**src/hdl/klwf_pkg.sv**
```systemverilog
// Package for the keyboard latch with FIFO: codes, constants, cell control
// struct and the key translation function. No dependencies.
`default_nettype none

package klwf_pkg;

   localparam int KLWF_QUEUE_DEPTH = 8;

   // transaction command codes
   localparam logic [1:0] CMD_KEY   = 2'd0;
   localparam logic [1:0] CMD_READ  = 2'd1;
   localparam logic [1:0] CMD_WRITE = 2'd2;

   // register indexes on the csr port
   localparam logic CSR_CAPS_LOCK_ON = 1'b0;
   localparam logic CSR_KEYS_LOCKED  = 1'b1;

   // offset where the strobe clears and nothing is popped
   localparam logic [4:0] OFS_CLEAR = 5'd16;

   localparam logic [7:0] STROBE_BIT = 8'h80;
   localparam logic [7:0] CASE_BIT   = 8'h20;
   localparam logic [7:0] LETTER_A   = 8'h41;
   localparam logic [7:0] LETTER_Z   = 8'h5A;
   localparam logic [7:0] CTRL_BASE  = LETTER_A - 8'd1;

   // broadcast to every cell of the queue chain
   typedef struct packed {
      logic       push;
      logic       pop;
      logic [7:0] key;
   } cell_ctrl_type;

   // control letters to 1..26, fold uppercase when caps lock is off
   function automatic logic [7:0] translate_key(input logic [7:0] key,
                                                input logic       ctrl,
                                                input logic       caps);
      logic       upper;
      logic       lower;
      logic [7:0] c;
      upper = (key >= LETTER_A) && (key <= LETTER_Z);
      lower = (key >= (LETTER_A | CASE_BIT)) && (key <= (LETTER_Z | CASE_BIT));
      c     = key;
      if (ctrl && (upper || lower)) begin
         c = (key & ~CASE_BIT) - CTRL_BASE;
      end else if (!caps && upper) begin
         c = key | CASE_BIT;
      end
      return c;
   endfunction

endpackage

`default_nettype wire

```
**src/hdl/klwf_cell.sv**
```systemverilog
// One slot of the shift-down key queue.
// Depends on klwf_pkg (cell_ctrl_type).
`default_nettype none

module klwf_cell
   import klwf_pkg::*;
(
   input  wire logic          clock,
   input  wire logic          reset,
   input  wire cell_ctrl_type ctrl,
   input  wire logic          up_valid,   // neighbour nearer the tail
   input  wire logic [7:0]    up_key,
   input  wire logic          down_valid, // neighbour nearer the head
   output logic               valid,
   output logic [7:0]         key
);

   logic       valid_ff, valid_in;
   logic [7:0] key_ff, key_in;

   // pop: everything moves one slot towards the head
   // push: lands in the first empty slot above a filled one, or in an empty head
   always_comb begin
      valid_in = valid_ff;
      key_in   = key_ff;
      if (ctrl.pop) begin
         valid_in = up_valid;
         key_in   = up_key;
      end else if (ctrl.push && !valid_ff && down_valid) begin
         valid_in = 1'b1;
         key_in   = ctrl.key;
      end
   end

   always_ff @(posedge clock) begin
      if (reset) begin
         valid_ff <= 1'b0;
      end else begin
         valid_ff <= valid_in;
      end
      key_ff <= key_in;
   end

   assign valid = valid_ff;
   assign key   = key_ff;

endmodule

`default_nettype wire

```
**src/hdl/keyboard_latch_with_fifo.sv**
```systemverilog
// Keyboard data latch with strobe, fed by a queue built from a chain of cells.
// Depends on klwf_pkg and klwf_cell.
// Use:
//   req_* carries one transaction: a key event (cmd key) or a bus access
//   (cmd read / write) at io_offset in a 32-byte window. Translated key
//   presses enter the queue; a read at offsets 0..15 moves the oldest key
//   into the latch when the strobe is clear and returns latch | strobe<<7.
//   A read at offset 16 clears the strobe and returns the bare latch;
//   reads above 16 return 0. Writes at 16..31 clear the strobe.
//   rsp_* carries one byte for every read, nothing for other transactions.
//   csr_* writes caps_lock_on (index 0) or keys_locked (index 1), one per write.
// Timing:
//   Every transaction is decoded and retired in the cycle it is accepted;
//   a read's byte appears on rsp_* the following cycle. One transaction
//   per cycle is sustained, set by the single output register.
//   When rsp_ready is low with a byte waiting, req_ready drops until the
//   byte is taken; nothing is lost or repeated.
// Reset:
//   Synchronous: queue empty, latch 0, strobe clear, caps lock on,
//   keys unlocked, no byte pending.
`default_nettype none

module keyboard_latch_with_fifo
   import klwf_pkg::*;
#(
   parameter int QUEUE_DEPTH = KLWF_QUEUE_DEPTH
)
(
   input  wire logic       clock,
   input  wire logic       reset,
   // request channel
   input  wire logic       req_valid,
   output logic            req_ready,
   input  wire logic [1:0] req_cmd,
   input  wire logic [4:0] req_io_offset,
   input  wire logic [7:0] req_key_value,
   input  wire logic       req_key_down,
   input  wire logic       req_ctrl_held,
   input  wire logic       req_system_held,
   input  wire logic       req_altgr_held,
   // response channel
   output logic            rsp_valid,
   input  wire logic       rsp_ready,
   output logic [7:0]      rsp_read_data,
   // configuration writes
   input  wire logic       csr_we,
   input  wire logic       csr_index,
   input  wire logic       csr_wdata
);

   logic          caps_lock_on_ff, keys_locked_ff;
   logic          key_latch_en;
   logic [7:0]    key_latch_ff, key_latch_in;
   logic          strobe_ff, strobe_in;
   logic          rsp_valid_ff, rsp_valid_in;
   logic [7:0]    rsp_data_ff, rsp_data_in;

   logic          req_accept;
   logic          is_key, is_read, is_write;
   logic          data_offset;   // offsets 0..15
   logic          queue_full;
   cell_ctrl_type cell_ctrl;

   logic [QUEUE_DEPTH-1:0] cell_valid;
   logic [7:0]             cell_key [QUEUE_DEPTH];

   // output slot is free, or is being emptied this cycle
   assign req_ready  = !rsp_valid_ff || rsp_ready;
   assign req_accept = req_valid && req_ready;

   assign is_key      = req_accept && (req_cmd == CMD_KEY);
   assign is_read     = req_accept && (req_cmd == CMD_READ);
   assign is_write    = req_accept && (req_cmd == CMD_WRITE);
   assign data_offset = !req_io_offset[4];

   // the tail cell holding a key means every cell does
   assign queue_full = cell_valid[QUEUE_DEPTH-1];

   always_comb begin
      cell_ctrl.push = is_key && req_key_down && !req_altgr_held && !req_system_held
                       && !keys_locked_ff && !queue_full;
      cell_ctrl.pop  = is_read && data_offset && !strobe_ff && cell_valid[0];
      cell_ctrl.key  = translate_key(req_key_value, req_ctrl_held, caps_lock_on_ff);
   end

   // queue: cell 0 is the head, data shifts down one cell on a pop
   for (genvar i = 0; i < QUEUE_DEPTH; i++) begin : g_cell
      logic       up_valid;
      logic [7:0] up_key;
      logic       down_valid;

      if (i == QUEUE_DEPTH - 1) begin : g_top
         assign up_valid = 1'b0;
         assign up_key   = '0;
      end else begin : g_mid
         assign up_valid = cell_valid[i+1];
         assign up_key   = cell_key[i+1];
      end

      if (i == 0) begin : g_head
         assign down_valid = 1'b1;
      end else begin : g_rest
         assign down_valid = cell_valid[i-1];
      end

      klwf_cell u_cell (
         .clock      (clock),
         .reset      (reset),
         .ctrl       (cell_ctrl),
         .up_valid   (up_valid),
         .up_key     (up_key),
         .down_valid (down_valid),
         .valid      (cell_valid[i]),
         .key        (cell_key[i])
      );
   end

   // latch, strobe and the read byte
   always_comb begin
      key_latch_en = cell_ctrl.pop;
      key_latch_in = cell_key[0];
      strobe_in    = strobe_ff;
      rsp_data_in  = rsp_data_ff;

      if (cell_ctrl.pop) begin
         strobe_in = 1'b1;
      end else if ((is_read && (req_io_offset == OFS_CLEAR))
                   || (is_write && !data_offset)) begin
         strobe_in = 1'b0;
      end

      if (is_read) begin
         if (cell_ctrl.pop) begin
            rsp_data_in = cell_key[0] | STROBE_BIT;
         end else if (data_offset) begin
            rsp_data_in = key_latch_ff | (strobe_ff ? STROBE_BIT : 8'h00);
         end else if (req_io_offset == OFS_CLEAR) begin
            rsp_data_in = key_latch_ff;
         end else begin
            rsp_data_in = '0;  // nothing decodes above the clear offset
         end
      end

      if (is_read) begin
         rsp_valid_in = 1'b1;
      end else if (rsp_ready) begin
         rsp_valid_in = 1'b0;
      end else begin
         rsp_valid_in = rsp_valid_ff;
      end
   end

   always_ff @(posedge clock) begin
      if (reset) begin
         caps_lock_on_ff <= 1'b1;
         keys_locked_ff  <= 1'b0;
         key_latch_ff    <= '0;
         strobe_ff       <= 1'b0;
         rsp_valid_ff    <= 1'b0;
      end else begin
         if (csr_we) begin
            unique case (csr_index)
               CSR_CAPS_LOCK_ON: caps_lock_on_ff <= csr_wdata;
               CSR_KEYS_LOCKED:  keys_locked_ff  <= csr_wdata;
               default:          ;
            endcase
         end
         if (key_latch_en) begin
            key_latch_ff <= key_latch_in;
         end
         strobe_ff    <= strobe_in;
         rsp_valid_ff <= rsp_valid_in;
      end
      rsp_data_ff <= rsp_data_in;
   end

   assign rsp_valid     = rsp_valid_ff;
   assign rsp_read_data = rsp_data_ff;

endmodule

`default_nettype wire

```
**config.mk**
```make
export PLATFORM = sky130hd
export DESIGN_NAME = keyboard_latch_with_fifo
export DESIGN_NICKNAME = d
export VERILOG_FILES = /design/src/hdl/klwf_pkg.sv /design/src/hdl/klwf_cell.sv /design/src/hdl/keyboard_latch_with_fifo.sv
export SDC_FILE = /design/constraint.sdc
export NUM_CORES = 1
export LEC_CHECK = 0
export BUFFER_PORTS_ARGS = -buffer_cell sky130_fd_sc_hd__buf_2
export CAP_MARGIN = 20
export CORE_ASPECT_RATIO = 0.75
export CORE_MARGIN = 5
export CORE_UTILIZATION = 40
export DETAILED_ROUTE_END_ITERATION = 10
export GPL_TIMING_DRIVEN = 0
export SYNTH_ARGS = -nofsm -noshare
export SYNTH_HDL_FRONTEND = slang
export SYNTH_SLANG_ARGS = --single-unit
```
**constraint.sdc**
```tcl
create_clock -name clock -period 2.8 [get_ports clock]
set_clock_uncertainty 0.2 [all_clocks]
set_input_delay 0.42 -clock clock [delete_from_list [all_inputs] [get_ports clock]]
set_output_delay 0.42 -clock clock [all_outputs]
set_load 0.1 [all_outputs]
```
; Word-level counts from Yosys, hierarchy flattened
; Cells that the tools add are included.
[classes]
add_sub_neg = 1
order_cmp = 4
n_eq_ne = 3
n_mux = 38
n_bitwise = 2
n_reduce_logical = 64
[op_table]
columns = operator, n
row1 = $mux 8, 18
row2 = $logic_and 1x1->1, 33
row3 = $mux 1, 18
row4 = $reduce_bool 2->1, 9
row5 = $ge 8x7->1 const B, 2
row6 = $le 8x7->1 const B, 2
row7 = $logic_not 1->1, 15
row8 = $or 8x8->8, 1
row9 = $sub 8x7->8 const B, 1
row10 = $mux 7, 1
row11 = $mux 6, 1
row12 = $eq 5x5->1 const B, 1
row13 = $reduce_and 2->1, 2
row14 = $logic_or 1x1->1, 3
row15 = $eq 2x1->1 const B, 1
row16 = $eq 2x2->1 const B, 1
row17 = $logic_not 2->1, 1
row18 = $reduce_or 2->1, 1
row19 = $not 1->1, 1
[totals]
reg_bits = 92
in_bits = 26
out_inout_bits = 10
wordCells = 135

; Depth between registers and ports, before layout
[logic_depth]
ltp_word = 13
mapped_depth = 7
mapped_depth_nobuf = 7

; Hierarchy
; From an unflattened synthesis, not the netlist that was laid out.
[hier_totals]
cells_unflattened = 300
area_unflattened_um2 = 4211.5
[modules_own_cells]
columns = mod, n_inst, cells_per_inst, area_per_inst_um2, seq_area_each_um2
row1 = klwf_cell, 8, 23, 395.4, 260.2
row2 = keyboard_latch_with_fifo, 1, 116, 1048.5, 480.5

; Least setup slack after synthesis
; OpenSTA, ideal clock, no wires.
[synth_timing]
kind = reg-to-reg
start = reg rsp_valid_ff, in the netlist rsp_valid
end = reg g_cell[1].u_cell.valid_ff
setup_time_ps = 61
t_arrival_ps = 3109
required_time_ps = 2539
path_slack_ps = -570
path_stages_with_launch = 6
n_path_buf = 0
synth_period_minus_slack_ps = 3370
path_cell_list = dfxtp_1 -> and2b_2 -> inv_1 -> nand4_1 -> o21ai_0 -> o221a_2
[synth_via]
elab_chain_cells = 12
elab_cells_between_ends = 17
classes_between = mux: 1 / reduce/logical: 16
[synth_lines]
columns = element, line_no
row1 = from (decl), keyboard_latch_with_fifo.sv:55  ; logic rsp_valid_ff, rsp_valid_in;
row2 = from (signal assigned), keyboard_latch_with_fifo.sv:172  ; rsp_valid_ff <= rsp_valid_in;
row3 = $logic_not 1->1 (*), keyboard_latch_with_fifo.sv:68  ; assign req_ready = !rsp_valid_ff || rsp_ready;
row4 = $logic_or 1x1->1 (*), keyboard_latch_with_fifo.sv:68
row5 = named net req_ready, keyboard_latch_with_fifo.sv:33  ; output logic req_ready,
row6 = $logic_and 1x1->1 (*), keyboard_latch_with_fifo.sv:69  ; assign req_accept = req_valid && req_ready;
row7 = $logic_and 1x1->1, keyboard_latch_with_fifo.sv:71  ; assign is_key = req_accept && (req_cmd == CMD_KEY);
row8 = $logic_and 1x1->1 (3 in series), keyboard_latch_with_fifo.sv:80  ; cell_ctrl.push = is_key && req_key_down && !req_altgr_held && !req_system_held
row9 = $logic_and 1x1->1 (2 in series), keyboard_latch_with_fifo.sv:81  ; && !keys_locked_ff && !queue_full;
row10 = $logic_and 1x1->1 (2 in series), klwf_cell.sv:29  ; end else if (ctrl.push && !valid_ff && down_valid) begin
row11 = $reduce_bool 2->1 (no line), -
row12 = to (signal assigned), klwf_cell.sv:39  ; valid_ff <= valid_in;
row13 = to (decl), klwf_cell.sv:18  ; logic valid_ff, valid_in;
; The timed path passes the listed nets; every way through them passes the cells marked *.
; A chain may end at the register's enable or synchronous reset.

; Worst setup path in the final report
[layout_timing]
start = reg keys_locked_ff
end = reg g_cell[6].u_cell.valid_ff
[layout_via]
elab_chain_cells = 6
[layout_lines]
columns = element, line_no
row1 = from (decl), keyboard_latch_with_fifo.sv:51  ; logic caps_lock_on_ff, keys_locked_ff;
row2 = from (signal assigned), keyboard_latch_with_fifo.sv:164  ; CSR_KEYS_LOCKED: keys_locked_ff <= csr_wdata;
row3 = $logic_not 1->1, keyboard_latch_with_fifo.sv:81
row4 = $logic_and 1x1->1 (2 in series), keyboard_latch_with_fifo.sv:81
row5 = $logic_and 1x1->1 (2 in series), klwf_cell.sv:29
row6 = $reduce_bool 2->1 (no line), -
row7 = to (signal assigned), klwf_cell.sv:39
row8 = to (decl), klwf_cell.sv:18
; Every way passes these cells.

==> metrics.yaml <==
grt_use_total: 0.1396
finalHoldViolations: 0
finalSetupTns_ns: 0
p_leak_uw: 0.001806
initial_core_util: 0.4107
switching_share: 0.2194
synth_top_cells_by_area: "edfxtp_1 (48%), dfxtp_1 (14%), a21o_1 (6.8%)"
grt_pass1_wl_um: 13140
core_sq_um: 9658
min_period_ns: 2.647
setup_viol: 0
cts_repair_resize_count: 0
ant_nets: 0
cts.sinks: 92
routed_via_density: 5.212
hold_class: "input pin to flip-flop"
reg2reg_depth: 4
hold_start: "reset"
synth_compound_area_frac: 0.2025
path_buf_inv: 0
fmax_mhz: 377.8
synth_edf_count: 64
synthCells: 316
maxCapViolCount: 0
start_kind: "flip-flop"
tightest_slew_ns: 0.8604
p_per_area_nw_per_um2: 619.9
drc: 0
clk_pin_slew_ns: 0.06
fill_cells: 883
cp_slowest_cell: "o21ai_1"
pwr-share-clk: 0.424
io_pins: 36
synth_top_cell_by_area: "edfxtp_1"
cp-end-kind: "flip-flop"
cts_buffer_depth: 2
drive_gt1_frac: 0.2337
crit_family: "compound AO/OA/AOI/OAI gates"
p_comb_frac: 0.064
drt_pass1_iterations: 4
netlist.area_leader.share: 0.4845
status: "finished, final reports clean"
ir_worst_vdd_mv: 0.3104
synth_nets: 344
num_rows: 31
wl_per_cell_um: 15.51
dieHeight_um: 96.24
relSlewSlack: 0.4243
routabilityCongestion: 0.8420
syn_area_sq_um: 3966
ys_seq_area_frac: 0.6259
cts_max_level: 3
dpl.cell_count: 484
die-area_sq_um: 12030
synth_cell_types: 55
wl_um: 7754
yosys_most_used_dff: "edfxtp_1"
drt_iter0_drc: 194
synth.ff_latch_count: 92
ys_warn_count: 0
regArea_sq_um: 2484
ctsRootBufferMaster: "clkbuf_16"
io_buffers: 35
syn_area_per_cell_sq_um: 12.55
crit_path_start: "keys_locked_ff$_SDFFE_PP0P_"
whs_ns: 0.09442
multiInputGateArea_sq_um: 1374
grt_pass1_vias: 2596
cts_hold_buf: 0
grt_overflow: 0
synth_top_family_by_area: "compound AO/OA/AOI/OAI gates"
diodes: 0
fin_ws_ns: 0.1528
critical_path.cell_chain: "nor4b_1, nand4_1, o21ai_1, o221a_2"
power_frac_seq: 0.511
cts_made_buffers: 9
reg2reg_from: "keys_locked_ff$_SDFFE_PP0P_"
pre_cts_slack_ns: -0.08633
worst-setup-path-type: "flip-flop to flip-flop"
hold_depth: 2
cp.arrival_ns: 2.73
rsz0062_at_grt: "true"
period_share: 0.9454
layout.cells.non_filler: 500
cp_max_fo: 9
nets: 391
synthAdderAreaFrac: 0.006309
via_count: 2606
crit_required_ns: 2.88
syn2layout_area_growth_pct: 16.37
clk_latency_ns: 0.34
cts_setup_buffers: 0
cts_tree: "yes"
async_flop_share: 0
yosys.area_share.xor_xnor: 0
worst-path-stages: 4
switching_power_uw: 627.7
yosys.area_share.simple: 0.1110
grt_max_degree: 18
muxShareOfSynthArea: 0.02650
drv_slew: 0
die_width_um: 125.0
max_stage_delay_ns: 0.79
hpwl_um: 5741
p_int_uw: 2234
antenna_found_initial: 0
==> path summary, 6_finish.rpt <==
check | end | slack [ns]
min reg2reg | g_cell[7].u_cell.key[4]$_SDFFE_PP0P_ | 0.26
min | g_cell[7].u_cell.valid$_SDFFE_PP0P_ | 0.09
max reg2reg | g_cell[6].u_cell.valid$_SDFFE_PP0P_ | 0.15
max | g_cell[6].u_cell.valid$_SDFFE_PP0P_ | 0.15
==> synthesized netlist by cell type (2+ instances only) <==
master,number
edfxtp_1,64
o21ai_0,10
mux2i_1,8
nor3_1,3
buf_1,3
nand3_1,3
a2111oi_0,2
nand2_1,24
a211oi_1,2
a21oi_1,16
buf_2,3
and2_2,2
and2_0,4
o211ai_1,3
nand2b_1,6
nor2_1,22
a21o_1,36
clkbuf_1,9
clkbuf_8,2
nor4_1,2
o221a_2,7
nor4b_1,2
ha_1,2
a21o_2,8
dfxtp_1,28
inv_1,6
nor3b_1,2
o21a_1,10
==> metal layers <==
metal  global-route usage  part of all wire
met5                    0                 0
met4              0.04783            0.0099
met3              0.03827             0.042
met2               0.2250              0.45
met1               0.1840              0.50
==> power groups by stage <==
stage	registers [uW]	logic (uW)	clock network, uW
2_1_floorplan	1520	97.4	0
3_3_place_gp	1490	178	0
3_5_place_dp	1490	184	0
4_1_cts	1460	185	1240
5_1_grt	1460	202	1310
6_report	1460	184	1210
==> worst reg2reg max path, stage by stage (launching register included) <==
cell and delay, ns:
dfxtp_1 0.31, nor4b_1 0.55, nand4_1 0.42, o21ai_1 0.79
o221a_2 0.33
==> kinds of logic after synthesis <==
| family | Yosys count |
|---|---|
| AOI/OAI and AO/OA | 106 |
| DFF | 92 |
| and+or+nand+nor | 83 |
| buffers and inverters | 23 |
| muxes | 10 |
| adders and majority gates | 2 |
==> layout make-up <==
cell class / instances / share of cell area
repair buffers: 36 / 0.03903
inverters: 6 / 0.005693
clock buffers: 10 / 0.04961
clock inverters: 6 / 0.01518
plain buffers: 17 / 0.01898
flip-flops and latches: 92 / 0.5381
multi-input cells: 201 / 0.2976
well taps: 132 / 0.03578
==> stage by stage <==
step | total power, uW | util | cell area (sq um)
2_1_floorplan | 1619 | - | 3971
3_3_place_gp | 1672 | 0.4464 | 4312
3_5_place_dp | 1677 | 0.4469 | 4317
4_1_cts | 2891 | 0.4779 | 4616
5_1_grt | 2972 | 0.4779 | 4616
6_report | 2861 | 0.4779 | 4616
==> cell usage in the layout (no fill, tap or decap), drive strengths merged, types with 3 or more instances in the layout <==
cell	instances
o21a	10
dfxtp	28
and2	6
o211ai	3
o221a	7
inv	9
a21oi	16
o21ai	10
nor2	22
buf	42
edfxtp	64
a21o	44
mux2i	9
a211oi	3
nor3	4
nand3	3
nand2	24
nand2b	6
clkbuf	21
==> sequential cells by signal (all words and copies together), names as in the netlist <==
register,cells
strobe_ff,1
g_cell.u_cell.key,64
caps_lock_on_ff,1
keys_locked_ff,1
rsp_read_data,8
key_latch_ff,8
rsp_valid,1
g_cell.u_cell.valid,8
No activity file was read; power rests on OpenSTA's default activity.
